`config.mk`:
```
export PLATFORM = sky130hd
export DESIGN_NAME = neural_activation_unit_flat
export DESIGN_NICKNAME = d
export VERILOG_FILES = /design/src/hdl/nau_pkg.sv /design/src/hdl/nau_in_if.sv /design/src/hdl/nau_out_if.sv /design/src/hdl/neural_activation_unit.sv /design/src/flat_wrapper.sv
export VERILOG_INCLUDE_DIRS = /design/src /design/src/hdl
export SDC_FILE = /design/constraint.sdc
export NUM_CORES = 2
export LEC_CHECK = 0
export BUFFER_PORTS_ARGS = -buffer_cell sky130_fd_sc_hd__buf_2
export CORE_ASPECT_RATIO = 0.75
export CORE_MARGIN = 8
export CORE_UTILIZATION = 50
export DETAILED_ROUTE_END_ITERATION = 8
export HOLD_SLACK_MARGIN = 0.05
export PLACE_DENSITY = 0.66
export SLEW_MARGIN = 20
export SYNTH_ARGS = -nofsm -noshare
export SYNTH_HDL_FRONTEND = slang
export SYNTH_SLANG_ARGS = --single-unit
```
`constraint.sdc`:
```
create_clock -name clk -period 13.6 [get_ports clk]
set_input_delay 2.04 -clock clk [delete_from_list [all_inputs] [get_ports clk]]
set_output_delay 2.04 -clock clk [all_outputs]
set_load 0.005 [all_outputs]
```
`src/hdl/neural_activation_unit_defines.svh`:
```
// Assertion macros for the activation unit.
// Expects clk and arst_n in the scope of each use.
`ifndef NEURAL_ACTIVATION_UNIT_DEFINES_SVH
`define NEURAL_ACTIVATION_UNIT_DEFINES_SVH

// Same-cycle implication under reset.
`define NAU_ASSERT_NOW(lbl, ante, cons, msg) \
	lbl: assert property (@(posedge clk) disable iff (!arst_n) (ante) |-> (cons)) \
		else $error(msg);

// Next-cycle implication under reset.
`define NAU_ASSERT_NEXT(lbl, ante, cons, msg) \
	lbl: assert property (@(posedge clk) disable iff (!arst_n) (ante) |=> (cons)) \
		else $error(msg);

`endif

```
`src/hdl/nau_pkg.sv`:
```
// Shared types, codes and the whole-unit exponential scaling used for the sigmoid breakpoints.
// No dependencies.
`default_nettype none

package nau_pkg;

	typedef logic signed [15:0] sample_t;

	typedef enum logic [1:0] {
		MODE_FWD = 2'd0,
		MODE_DX  = 2'd1,
		MODE_DY  = 2'd2,
		MODE_OFF = 2'd3
	} mode_t;

	typedef enum logic [2:0] {
		FK_HEAVISIDE = 3'd0,
		FK_IDENTITY  = 3'd1,
		FK_SIGMOID   = 3'd2,
		FK_RELU      = 3'd3,
		FK_LEAKY     = 3'd4
	} fn_kind_t;

	typedef enum logic {
		REG_KIND = 1'b0,
		REG_LEAK = 1'b1
	} reg_idx_t;

	localparam int SAMPLE_MAX = 32767;
	localparam int SAMPLE_MIN = -32768;

	localparam longint EXP_M1_Q30 = 64'sd395007542;

	// scale a Q30 value by e^-1 once per whole unit of n, at most 16 times
	function automatic longint exp_whole(input longint acc, input longint n);
		longint a;
		int i;
		a = acc;
		for (i = 0; i < 16; i++) begin
			if (longint'(i) < n)
				a = (a * EXP_M1_Q30) >>> 30;
		end
		return a;
	endfunction

endpackage

`default_nettype wire

```
`src/hdl/nau_in_if.sv`:
```
// Input sample channel of the activation unit.
// Depends on nau_pkg.
`default_nettype none

interface nau_in_if;
	import nau_pkg::*;

	logic    valid;
	logic    ready;
	mode_t   mode;
	sample_t sample_in;

	modport source (output valid, output mode, output sample_in, input ready);
	modport sink (input valid, input mode, input sample_in, output ready);
endinterface

`default_nettype wire

```
`src/hdl/nau_out_if.sv`:
```
// Result channel of the activation unit.
// Depends on nau_pkg.
`default_nettype none

interface nau_out_if;
	import nau_pkg::*;

	logic    valid;
	logic    ready;
	sample_t result_out;
	logic    saturated;

	modport source (output valid, output result_out, output saturated, input ready);
	modport sink (input valid, input result_out, input saturated, output ready);
endinterface

`default_nettype wire

```
`src/hdl/neural_activation_unit.sv`:
```
// Activation unit: five-stage pipeline, one result per sample. One sample is accepted and one
// beat passed per cycle except while a full pipe waits on out_ch.ready; each stage holds one
// beat and fills bubbles independently. A beat moves through stage registers s1 to s5 in order.
// Stages: clamp/segment + leak product, table read + slope product, interpolate + round,
// derivative product, select + clip into the output register.
// arst_n clears all stage valid bits and sets function_kind to identity and leak_rate to 0.
`default_nettype none
`include "neural_activation_unit_defines.svh"

module neural_activation_unit #(
	parameter int SIGMOID_SEGMENTS = 64,
	parameter int FRACTION_BITS    = 12
) (
	input  wire logic                   clk,
	input  wire logic                   arst_n,
	nau_in_if.sink                      in_ch,
	nau_out_if.source                   out_ch,
	input  wire logic                   psel,
	input  wire logic                   penable,
	input  wire logic                   pwrite,
	input  wire logic [2:0]             paddr,
	input  wire logic [31:0]            pwdata,
	output logic [31:0]                 prdata,
	output logic                        pready
);
	import nau_pkg::*;

	localparam int F     = FRACTION_BITS;
	localparam int SEG   = SIGMOID_SEGMENTS;
	localparam int XW    = (F + 6 > 18) ? F + 6 : 18;
	localparam int PW    = F + 5;
	localparam int IW    = $clog2(SEG + 1);
	localparam int UW    = PW + IW;
	localparam int TW    = UW - (F + 4);
	localparam int RMW   = F + 5;
	localparam int DW    = 33 + RMW;
	localparam int SVW   = F + 2;
	localparam int YW    = (F + 3 > 17) ? F + 3 : 17;
	localparam int OW    = YW + 1;
	localparam int PRW   = YW + OW;
	localparam int RW    = PRW;

	localparam logic signed [XW-1:0]  LIM      = XW'(longint'(8) << F);
	localparam logic signed [XW-1:0]  NLIM     = -LIM;
	localparam logic [RMW-1:0]        REM_FULL = RMW'(longint'(1) << (F + 4));
	localparam logic signed [31:0]    LHALF    = 32'(longint'(1) << (F - 1));
	localparam logic signed [31:0]    VHALF    = 32'(longint'(1) << (29 - F));
	localparam logic signed [OW-1:0]  ONE_O    = OW'(longint'(1) << F);
	localparam logic signed [PRW-1:0] PHALF    = PRW'(longint'(1) << (F - 1));
	localparam logic signed [RW-1:0]  ONE_R    = RW'(longint'(1) << F);
	localparam logic signed [RW-1:0]  R_MAX    = RW'(SAMPLE_MAX);
	localparam logic signed [RW-1:0]  R_MIN    = RW'(SAMPLE_MIN);
	localparam logic signed [SVW-1:0] ONE_SV   = SVW'(longint'(1) << F);

	// ---------------- sigmoid breakpoints, Q30 ----------------
	logic [30:0] sig_tbl [SEG+1];

	for (genvar k = 0; k <= SEG; k++) begin : g_tbl
		localparam longint T = (longint'(k) * (longint'(16) << 20)) / SIGMOID_SEGMENTS
			- (longint'(8) << 20);
		// evaluate at |T| and mirror about one half for negative positions
		localparam longint TA  = (T >= 0) ? T : -T;
		localparam longint FR  = TA & ((longint'(1) << 20) - longint'(1));
		// series terms of exp(-FR) in Q30
		localparam longint E1  = (((longint'(1) << 30) * FR) >>> 20) / longint'(1);
		localparam longint E2  = ((E1 * FR) >>> 20) / longint'(2);
		localparam longint E3  = ((E2 * FR) >>> 20) / longint'(3);
		localparam longint E4  = ((E3 * FR) >>> 20) / longint'(4);
		localparam longint E5  = ((E4 * FR) >>> 20) / longint'(5);
		localparam longint E6  = ((E5 * FR) >>> 20) / longint'(6);
		localparam longint E7  = ((E6 * FR) >>> 20) / longint'(7);
		localparam longint E8  = ((E7 * FR) >>> 20) / longint'(8);
		localparam longint E9  = ((E8 * FR) >>> 20) / longint'(9);
		localparam longint E10 = ((E9 * FR) >>> 20) / longint'(10);
		localparam longint E11 = ((E10 * FR) >>> 20) / longint'(11);
		localparam longint E12 = ((E11 * FR) >>> 20) / longint'(12);
		localparam longint E13 = ((E12 * FR) >>> 20) / longint'(13);
		localparam longint E14 = ((E13 * FR) >>> 20) / longint'(14);
		localparam longint E15 = ((E14 * FR) >>> 20) / longint'(15);
		localparam longint ACC0 = (longint'(1) << 30) - E1 + E2 - E3 + E4 - E5 + E6 - E7
			+ E8 - E9 + E10 - E11 + E12 - E13 + E14 - E15;
		localparam longint ACC  = (ACC0 < 0) ? longint'(0) : ACC0;
		localparam longint ACCN = exp_whole(ACC, TA >>> 20);
		localparam longint S    = (longint'(1) << 60) / ((longint'(1) << 30) + ACCN);
		localparam logic [30:0] PT = (T >= 0) ? 31'(S) : 31'((longint'(1) << 30) - S);
		assign sig_tbl[k] = PT;
	end

	// ---------------- configuration registers ----------------
	fn_kind_t       kind_q;
	sample_t        leak_q;
	logic           cfg_wr;

	assign pready = 1'b1;
	assign cfg_wr = psel && penable && pwrite;

	always_ff @(posedge clk or negedge arst_n) begin
		if (!arst_n) begin
			kind_q <= FK_IDENTITY;
			leak_q <= '0;
		end else if (cfg_wr) begin
			case (reg_idx_t'(paddr[2]))
				REG_KIND: kind_q <= fn_kind_t'(pwdata[2:0]);
				REG_LEAK: leak_q <= sample_t'(pwdata[15:0]);
				default: ;
			endcase
		end
	end

	always_comb begin
		case (reg_idx_t'(paddr[2]))
			REG_KIND: prdata = {29'd0, kind_q};
			REG_LEAK: prdata = {{16{leak_q[15]}}, leak_q};
			default:  prdata = '0;
		endcase
	end

	// ---------------- handshake chain ----------------
	logic v_s1, v_s2, v_s3, v_s4, v_s5;
	logic rdy1, rdy2, rdy3, rdy4, rdy5;

	assign rdy5 = !v_s5 || out_ch.ready;
	assign rdy4 = !v_s4 || rdy5;
	assign rdy3 = !v_s3 || rdy4;
	assign rdy2 = !v_s2 || rdy3;
	assign rdy1 = !v_s1 || rdy2;
	assign in_ch.ready = rdy1;

	always_ff @(posedge clk or negedge arst_n) begin
		if (!arst_n) begin
			v_s1 <= 1'b0;
			v_s2 <= 1'b0;
			v_s3 <= 1'b0;
			v_s4 <= 1'b0;
			v_s5 <= 1'b0;
		end else begin
			if (rdy1) v_s1 <= in_ch.valid;
			if (rdy2) v_s2 <= v_s1;
			if (rdy3) v_s3 <= v_s2;
			if (rdy4) v_s4 <= v_s3;
			if (rdy5) v_s5 <= v_s4;
		end
	end

	// ---------------- stage 1: clamp, segment, leak product ----------------
	logic signed [XW-1:0] x_ext, x_clamp;
	logic [PW-1:0]        pos;
	logic [UW-1:0]        upos;
	logic [TW-1:0]        seg_hi;
	logic [IW-1:0]        seg_d;
	logic [RMW-1:0]       rem_d;
	logic signed [31:0]   lprod_d;

	always_comb begin
		x_ext = XW'(in_ch.sample_in);
		if (x_ext > LIM)
			x_clamp = LIM;
		else if (x_ext < NLIM)
			x_clamp = NLIM;
		else
			x_clamp = x_ext;
		pos    = PW'(x_clamp + LIM);
		upos   = UW'(pos) * UW'(SIGMOID_SEGMENTS);
		seg_hi = upos[UW-1:F+4];
		// the top end lands on the last segment with a full remainder
		if (seg_hi >= TW'(SIGMOID_SEGMENTS)) begin
			seg_d = IW'(SIGMOID_SEGMENTS - 1);
			rem_d = REM_FULL;
		end else begin
			seg_d = seg_hi[IW-1:0];
			rem_d = {1'b0, upos[F+3:0]};
		end
		lprod_d = 32'(leak_q) * 32'(in_ch.sample_in);
	end

	mode_t              mode_s1;
	sample_t            x_s1;
	logic [IW-1:0]      seg_s1;
	logic [RMW-1:0]     rem_s1;
	logic signed [31:0] lprod_s1;

	always_ff @(posedge clk) begin
		if (rdy1) begin
			mode_s1  <= in_ch.mode;
			x_s1     <= in_ch.sample_in;
			seg_s1   <= seg_d;
			rem_s1   <= rem_d;
			lprod_s1 <= lprod_d;
		end
	end

	// ---------------- stage 2: table read, slope times remainder, leak rounding ----------------
	logic [30:0]          lo_d, hi_d;
	logic signed [31:0]   diff_d;
	logic signed [DW-1:0] dprod_d;
	logic signed [31:0]   lr_d;

	always_comb begin
		lo_d    = sig_tbl[seg_s1];
		hi_d    = sig_tbl[IW'(seg_s1 + IW'(1))];
		diff_d  = $signed({1'b0, hi_d}) - $signed({1'b0, lo_d});
		dprod_d = DW'(diff_d) * DW'($signed({1'b0, rem_s1}));
		lr_d    = (lprod_s1 + LHALF) >>> F;
	end

	mode_t                mode_s2;
	sample_t              x_s2;
	logic [30:0]          lo_s2;
	logic signed [DW-1:0] dprod_s2;
	logic signed [31:0]   lr_s2;

	always_ff @(posedge clk) begin
		if (rdy2) begin
			mode_s2  <= mode_s1;
			x_s2     <= x_s1;
			lo_s2    <= lo_d;
			dprod_s2 <= dprod_d;
			lr_s2    <= lr_d;
		end
	end

	// ---------------- stage 3: interpolate and round to the output scale ----------------
	logic signed [DW-1:0] adj_d, quo_d;
	logic signed [31:0]   vq_d, vr_d;

	always_comb begin
		// divide by the span, truncating toward zero
		adj_d = dprod_s2 + (dprod_s2[DW-1] ? DW'(REM_FULL - RMW'(1)) : DW'(0));
		quo_d = adj_d >>> (F + 4);
		vq_d  = 32'(quo_d) + $signed({1'b0, lo_s2});
		vr_d  = (vq_d + VHALF) >>> (30 - F);
	end

	mode_t                mode_s3;
	sample_t              x_s3;
	logic signed [SVW-1:0] sv_s3;
	logic signed [31:0]   lr_s3;

	always_ff @(posedge clk) begin
		if (rdy3) begin
			mode_s3 <= mode_s2;
			x_s3    <= x_s2;
			sv_s3   <= SVW'(vr_d);
			lr_s3   <= lr_s2;
		end
	end

	// ---------------- stage 4: derivative product y * (1 - y) ----------------
	logic signed [YW-1:0]  y_d;
	logic signed [OW-1:0]  om_d;
	logic signed [PRW-1:0] dy_d;

	always_comb begin
		y_d  = (mode_s3 == MODE_DY) ? YW'(x_s3) : YW'(sv_s3);
		om_d = ONE_O - OW'(y_d);
		dy_d = PRW'(y_d) * PRW'(om_d);
	end

	mode_t                 mode_s4;
	sample_t               x_s4;
	logic signed [SVW-1:0] sv_s4;
	logic signed [31:0]    lr_s4;
	logic signed [PRW-1:0] dy_s4;

	always_ff @(posedge clk) begin
		if (rdy4) begin
			mode_s4 <= mode_s3;
			x_s4    <= x_s3;
			sv_s4   <= sv_s3;
			lr_s4   <= lr_s3;
			dy_s4   <= dy_d;
		end
	end

	// ---------------- stage 5: select by function, clip ----------------
	logic signed [RW-1:0] dyr_d, xr_d, r_d;
	logic                 xpos_d;
	sample_t              res_d;
	logic                 sat_d;

	always_comb begin
		dyr_d  = (dy_s4 + PHALF) >>> F;
		xr_d   = RW'(x_s4);
		xpos_d = (x_s4 > 16'sd0);
		case (kind_q)
			FK_HEAVISIDE: r_d = (mode_s4 == MODE_FWD && xpos_d) ? ONE_R : RW'(0);
			FK_SIGMOID:   r_d = (mode_s4 == MODE_FWD) ? RW'(sv_s4) : dyr_d;
			FK_RELU: begin
				if (mode_s4 == MODE_FWD)
					r_d = xpos_d ? xr_d : RW'(0);
				else
					r_d = xpos_d ? ONE_R : RW'(0);
			end
			FK_LEAKY: begin
				if (mode_s4 == MODE_FWD)
					r_d = xpos_d ? xr_d : RW'(lr_s4);
				else
					r_d = xpos_d ? ONE_R : RW'(leak_q);
			end
			default:      r_d = (mode_s4 == MODE_FWD) ? xr_d : ONE_R;
		endcase
		// unused mode code drops to zero
		if (mode_s4 == MODE_OFF)
			r_d = RW'(0);
		if (r_d > R_MAX) begin
			res_d = sample_t'(SAMPLE_MAX);
			sat_d = 1'b1;
		end else if (r_d < R_MIN) begin
			res_d = sample_t'(SAMPLE_MIN);
			sat_d = 1'b1;
		end else begin
			res_d = r_d[15:0];
			sat_d = 1'b0;
		end
	end

	sample_t res_s5;
	logic    sat_s5;

	always_ff @(posedge clk) begin
		if (rdy5) begin
			res_s5 <= res_d;
			sat_s5 <= sat_d;
		end
	end

	assign out_ch.valid      = v_s5;
	assign out_ch.result_out = res_s5;
	assign out_ch.saturated  = sat_s5;

	// ---------------- assertions ----------------
	`NAU_ASSERT_NEXT(a_accept_fills_s1, in_ch.valid && in_ch.ready, v_s1,
		"accepted beat did not reach stage 1")
	`NAU_ASSERT_NEXT(a_s1_holds, v_s1 && !rdy2, v_s1 && $stable(x_s1) && $stable(seg_s1),
		"stalled stage 1 beat changed")
	`NAU_ASSERT_NOW(a_sig_range, v_s3, sv_s3 >= SVW'(0) && sv_s3 <= ONE_SV,
		"interpolated sigmoid outside zero to one")
	`NAU_ASSERT_NOW(a_sat_extreme, v_s5 && sat_s5,
		res_s5 == sample_t'(SAMPLE_MAX) || res_s5 == sample_t'(SAMPLE_MIN),
		"saturated flag without a clipped result")

endmodule

`default_nettype wire
```
`src/flat_wrapper.sv`:
```
// flat-port wrapper written by rule: the top's interface ports become plain ports
module neural_activation_unit_flat import nau_pkg::*;
#(
	parameter int SIGMOID_SEGMENTS = 64,
	parameter int FRACTION_BITS    = 12
)
  (clk, arst_n, psel, penable, pwrite, paddr, pwdata, prdata, pready, in_ch_valid, in_ch_mode, in_ch_sample_in, in_ch_ready, out_ch_valid, out_ch_result_out, out_ch_saturated, out_ch_ready);
  nau_in_if in_ch_i ();
  nau_out_if out_ch_i ();
  input  wire logic clk;
  input  wire logic arst_n;
  input  wire logic psel;
  input  wire logic penable;
  input  wire logic pwrite;
  input  wire logic [2:0] paddr;
  input  wire logic [31:0] pwdata;
  output logic [31:0] prdata;
  output logic pready;
  input wire logic [$bits(in_ch_i.valid)-1:0] in_ch_valid;
  input wire logic [$bits(in_ch_i.mode)-1:0] in_ch_mode;
  input wire logic [$bits(in_ch_i.sample_in)-1:0] in_ch_sample_in;
  output wire logic [$bits(in_ch_i.ready)-1:0] in_ch_ready;
  output wire logic [$bits(out_ch_i.valid)-1:0] out_ch_valid;
  output wire logic [$bits(out_ch_i.result_out)-1:0] out_ch_result_out;
  output wire logic [$bits(out_ch_i.saturated)-1:0] out_ch_saturated;
  input wire logic [$bits(out_ch_i.ready)-1:0] out_ch_ready;
  assign in_ch_i.valid = in_ch_valid;
  assign in_ch_i.mode = in_ch_mode;
  assign in_ch_i.sample_in = in_ch_sample_in;
  assign in_ch_ready = in_ch_i.ready;
  assign out_ch_valid = out_ch_i.valid;
  assign out_ch_result_out = out_ch_i.result_out;
  assign out_ch_saturated = out_ch_i.saturated;
  assign out_ch_i.ready = out_ch_ready;
  neural_activation_unit #(.SIGMOID_SEGMENTS(SIGMOID_SEGMENTS), .FRACTION_BITS(FRACTION_BITS)) u_core (.clk(clk), .arst_n(arst_n), .in_ch(in_ch_i), .out_ch(out_ch_i), .psel(psel), .penable(penable), .pwrite(pwrite), .paddr(paddr), .pwdata(pwdata), .prdata(prdata), .pready(pready));
endmodule
```
## Yosys cells after proc, flatten, opt, wreduce, memory -nomap -nowiden

Memory sizes are Yosys's and may differ from the RTL's.
Index checks and enable logic that the tools add are counted.

| storage, ports and cells | value |
|---|---|
| register bits | 373 |
| latch bits | 0 |
| bits in writable memories | 0 |
| bits in read-only memories | 7936 |
| input bits | 60 |
| output and inout bits | 52 |
| logic and storage cells | 99 |
| memories | 2 |

Memory list:

| memory | words | bits a word | read ports | clocked after memory_dff | wr ports | line | source |
|---|---|---|---|---|---|---|---|
| (name not given) | 128 | 31 | 1 | 0 | 0 | neural_activation_unit.sv:200 | `hi_d = sig_tbl[IW'(seg_s1 + IW'(1))];` |
| (name not given) | 128 | 31 | 1 | 0 | 0 | neural_activation_unit.sv:199 | `lo_d = sig_tbl[seg_s1];` |

| cells by class | value |
|---|---|
| add/subtract/negate cells | 9 |
| $mul | 3 |
| divide/modulo/power cells | 0 |
| magnitude comparators | 8 |
| equal/unequal tests | 5 |
| shifts and indexed selects | 0 |
| multiplexer cells | 23 |
| bitwise logic cells | 3 |
| reductions and logical operators | 17 |

Operators with widths:

| cell | count |
|---|---|
| two-way mux 35 bit | 8 |
| one-hot mux 35 bit (4 select lines) | 1 |
| two-way mux 31 bit | 4 |
| two-way mux 17 bit | 4 |
| one-hot mux 32 bit (2 select lines) | 1 |
| multiplier 32 x 18 -> 50 bit | 1 |
| adder 48 bit | 1 |
| adder 35 x 13 -> 35 bit, second input constant | 1 |
| greater-than comparator 35 x 16 -> 1 bit, second input constant | 1 |
| less-than comparator 35 x 16 -> 1 bit, second input constant | 1 |
| multiplier 17 x 18 -> 35 bit | 1 |
| adder 32 x 13 -> 32 bit, second input constant | 1 |
| adder 32 x 19 -> 32 bit, second input constant | 1 |
| adder 32 bit | 1 |
| multiplier 16 x 16 -> 32 bit | 1 |
| two-way mux 16 bit | 2 |
| subtractor 31 x 31 -> 32 bit | 1 |
| two-way mux 13 bit | 2 |
| subtractor 14 x 17 -> 18 bit, first input constant | 1 |
| adder 17 bit, second input constant | 1 |
| greater-than comparator 16 x 17 -> 1 bit, second input constant | 1 |
| greater-or-equal comparator 8 bit, second input constant | 2 |
| greater-than comparator 16 x 1 -> 1 bit, second input constant | 1 |
| less-than comparator 16 bit, second input constant | 1 |
| other kinds (14) | 28 |

## Longest topological paths before layout

| logic depth | value |
|---|---|
| depth after elaboration | 7 |
| depth in mapped cells | 47 |

## Worst setup path after synthesis

OpenSTA, ideal clock, no wires.

| timing path | value |
|---|---|
| path kind | reg-to-reg |
| from | register u_core.seg_s1[2] |
| to | register u_core.dprod_s2[40] (data pin) |
| library setup time | 263 ps |
| arrival time | 10378 ps |
| data required time | 13337 ps |
| path slack | 2959 ps |
| cell stages (with the launch flop) | 45 |
| period minus slack after synthesis | 10641 ps |
| cell sequence | edfxtp_1 > inv_1 > clkbuf_1 > buf_1 > ha_1 > clkbuf_1 > a21oi_1 > a21oi_1 > nor2_1 > o21ai_0 > o31ai_1 > a211oi_1 > a21oi_1 > nor2_1 > ha_1 > inv_1 > fa_1 > a21o_1 > [9 not listed] > fa_1 > fa_1 > inv_1 > fa_1 > fa_1 > fa_1 > ha_1 > ha_1 > and4_1 > a21oi_1 > o21ai_0 > a31o_2 > o211a_1 > o311a_1 > or2_1 > a21o_1 > a21oi_1 > xnor2_1 |

| between the ends | value |
|---|---|
| word-level cells in the longest chain between the ends | 7 |
| elaborated cells between the ends (all ways) | 11 |
| classes of those cells | 2 x add/sub; 1 x mul; 4 x mux; 2 x bitwise; 2 x memory |

RTL lines:

| item | line | source |
|---|---|---|
| from (decl) | neural_activation_unit.sv:178 | `logic [IW-1:0] seg_s1;` |
| from (signal assigned) | neural_activation_unit.sv:186 | `seg_s1 <= seg_d;` |
| adder 7 x 1 -> 7 bit | neural_activation_unit.sv:200 |  |
| NOT 7 -> 8 bit (not written as such) | neural_activation_unit.sv:200 |  |
| memory (128 x 31 bit) | n/a |  |
| two-way mux 31 bit (not written as such) (2 in a row) | neural_activation_unit.sv:200 |  |
| subtractor 31 x 31 -> 32 bit (*) | neural_activation_unit.sv:201 | `diff_d = $signed({1'b0, hi_d}) - $signed({1'b0, lo_d});` |
| multiplier 32 x 18 -> 50 bit (*) | neural_activation_unit.sv:202 | `dprod_d = DW'(diff_d) * DW'($signed({1'b0, rem_s1}));` |
| via u_core.dprod_d[40] | neural_activation_unit.sv:195 | `logic signed [DW-1:0] dprod_d;` |
| to (signal assigned) | neural_activation_unit.sv:217 | `dprod_s2 <= dprod_d;` |
| to (decl) | neural_activation_unit.sv:209 | `logic signed [DW-1:0] dprod_s2;` |

Mark *: on every way through the listed nets, which the timed path passes. The rest lies on a longest branch. The select of a mux whose other input is x is not followed.
A chain may end at the register's enable or synchronous reset.

## Final worst setup path

| timing path | value |
|---|---|
| from | register u_core.seg_s1[1] |
| to | register u_core.dprod_s2[46] (data pin) |

The elaborated chain is that of the path after synthesis.

==> run metrics <==
first-pass GRT wire length=241000 um; final count of negative-setup-slack endpoints=0; leading cell type by number of instances after synthesis=sky130_fd_sc_hd__inv_1; sequential fraction of the synthesis area=0.175; most used flip-flop cell after synthesis=sky130_fd_sc_hd__edfxtp_1; H-tree Lvls=2; unrepaired setup endpoints after global routing=no; residual antenna-violating net count after detailed routing=0; count of standard-cell rows=104; fraction of final layout cells with drive strength greater than 1=0.0663; cell at the root of the clock tree=sky130_fd_sc_hd__clkbuf_16; largest cells by area after synthesis=sky130_fd_sc_hd__fa_1 (32%), sky130_fd_sc_hd__edfxtp_1 (16%), sky130_fd_sc_hd__ha_1 (10%), sky130_fd_sc_hd__inv_1 (6.7%), sky130_fd_sc_hd__nand2_1 (4.0%); post-route minimum period=12110 ps; initial antenna violation count=5; share of the core filled with cells=0.536; cell area after synthesis=54100 um^2; total die area=119000 um^2; startpoint-to-endpoint class of the critical path=reg2reg; number of port buffers=92; number of warning messages in the yosys log=0; vias in the first global route=41900; Netlist cell types=92; Synth Area per Inst=9.34 um^2; average wire length per cell after detail routing=20.8 um; transition time at the pin with the least slew margin=1090 ps; minimum hold slack=414 ps; effective utilization at floorplan=0.504; GRT Util Overall=0.253; Boundary Pins=112; Worst path slowest cell=sky130_fd_sc_hd__edfxtp_1; Final Max Slew Viols=0; Final TNS setup=0 ps; FFs w/ async S/R, synth=0.0750; DRT iter0 DRCs=3934; total via count in the routed design=41000; area of the core region=107000 um^2; routed wire length=150000 um; CP endpoint kind=register; share of the clock period used by the worst path=0.891; number of enable flip-flop cells after synthesis=296; critical-path maximum fanout=11; synth cell count leaders=sky130_fd_sc_hd__inv_1 (963), sky130_fd_sc_hd__fa_1 (875), sky130_fd_sc_hd__nand2_1 (576); proportion of netlist area held by the largest area contributor=0.324; depth of the most critical reg-to-reg path=44; critical path required time=13910 ps; clock tree buffer depth=3; Congestion Overflow GR=0; critical path startpoint category=register; Rel. slew slack=0.269; clock-pin transition on the worst setup and hold timing paths=70 ps; die span in x=396 um; worst setup skew after layout=31.8 ps; outcome=finished, final reports clean; post-layout net count=7148; number of buffers inserted for hold repair after clock tree synthesis=0; vertical extent of the die=301 um; worst hold path type=reg2reg; clock tree from TritonCTS=built; final count of hold timing violations=0; arrival time worst endpoint=12420 ps; MaxCap Viol Count=0; total iterations of the first detailed-routing run=6; signed area change from the synthesized netlist to the final layout=6.25%; CTS Sinks=320; number of cells upsized or downsized after cts=0; largest net degree at the start of global routing=84; post-detailed-placement half-perimeter wirelength=116000 um; via/cell ratio=5.67; count of state elements after synthesis=320; clock latency on the worst-skew pair=560 ps; worst hold path depth=0; cells after synthesis=5794; total CTS buffers=37; highest clock frequency the design can meet=0.0826 GHz; leading area contributor after synthesis=sky130_fd_sc_hd__fa_1; longest individual stage delay on the worst path=600 ps; total DRC errors in the routed layout=0; post-CTS setup repair buffer count=0; GPL Wtd Cong=0.958
## logic make-up after synthesis
kind of cell             Yosys count  synth area share
AND/OR/NAND/NOR                 1734             0.155
XOR/XNOR                         198            0.0320
other                              2          0.000139
buffers and inverters           1273            0.0899
adder cells (fa/ha/maj)         1322             0.427
flip-flops                       320             0.175
multiplexers                      91            0.0182
AO/OA/AOI/OAI                    854             0.103
## critical path: cells and delay by family (launching register included)
family / cells / cell delay [ps]
adder cells (fa/ha/maj): 11 / 4570
buffers and inverters: 4 / 470
flip-flops: 1 / 600
AND/OR/NAND/NOR: 8 / 1550
AO/OA/AOI/OAI: 21 / 4640
## cells in the final DEF (no fill, tap or decap), drive strengths merged, types with 14 or more instances in the layout
| cell type | synthesis | layout |
|---|---|---|
| mux2i | 58 | 58 |
| nand2 | 576 | 576 |
| nor2b | 27 | 27 |
| conb | 2 | 33 |
| and3 | 43 | 43 |
| xnor2 | 135 | 135 |
| o22ai | 19 | 19 |
| ha | 447 | 447 |
| or3 | 18 | 18 |
| a21o | 55 | 55 |
| dfrtp | 23 | 23 |
| a211oi | 42 | 42 |
| a31oi | 33 | 33 |
| xor2 | 63 | 63 |
| mux2 | 31 | 31 |
| nand3 | 111 | 111 |
| nand2b | 172 | 172 |
| o211ai | 45 | 45 |
| o21ai | 182 | 182 |
| inv | 963 | 969 |
| nor4 | 16 | 16 |
| o21a | 50 | 50 |
| nor3 | 77 | 77 |
| a311oi | 18 | 18 |
| nand4 | 21 | 21 |
| buf | 63 | 209 |
| a21oi | 262 | 262 |
| a211o | 18 | 18 |
| o311ai | 14 | 14 |
| clkbuf | 244 | 44 |
| nor2 | 360 | 360 |
| fa | 875 | 875 |
| edfxtp | 296 | 296 |
| and2 | 233 | 233 |
| or2 | 41 | 41 |
| nor3b | 14 | 14 |
## stage by stage
step	setup WS, ps	std cells	area, um^2
floorplan	2960	5825	54200
global placement	1780	7158	56200
detailed placement	1710	7158	56200
CTS	1680	7226	57500
global route	879	7226	57500
finish	1490	7227	57500
## worst paths after layout
path                             startpoint                  end  slack (ps)
max                        u_core.seg_s1[1]  u_core.dprod_s2[46]        1490
min                        u_core.lr_s2[17]     u_core.lr_s3[17]         410
max reg2reg                u_core.seg_s1[1]  u_core.dprod_s2[46]        1490
max in group asynchronous            arst_n     u_core.kind_q[0]       11750
min reg2reg                u_core.lr_s2[17]     u_core.lr_s3[17]         410
min in group asynchronous            arst_n     u_core.leak_q[3]        1470
## flip-flops by register name, summed over array words and instances (netlist names), 16 cells and up
signal / flops
u_core.lo_s2: 30
u_core.x_s2: 16
u_core.dy_s4: 24
u_core.lr_s4: 20
u_core.out_ch.result_out: 16
u_core.lr_s2: 20
u_core.lr_s3: 20
u_core.dprod_s2: 43
u_core.leak_q: 16
u_core.x_s4: 16
u_core.lprod_s1: 21
u_core.x_s3: 16
## final cells by class
class / instances / area (um^2)
well taps: 1431 / 1790
clock buffers: 44 / 973
diodes: 1 / 2.50
multi-input cells: 4232 / 40000
flip-flops and latches: 320 / 9490
repair buffers: 209 / 1360
inverters: 966 / 3630
clock inverters: 24 / 273
fillers: 9683 / 49800
## metal layers
layer  wire [um]  global-route usage  vias up
li1            -                   -    18600
met1       68600               0.381    20400
met2       63600               0.376     1726
met3       14100              0.0469      254
met4        4090              0.0643        8
met5          54                   0        -
Power is left out: the tool's default activity adds up to more than one toggle a clock period on the data nets, which glitch-free logic cannot reach.
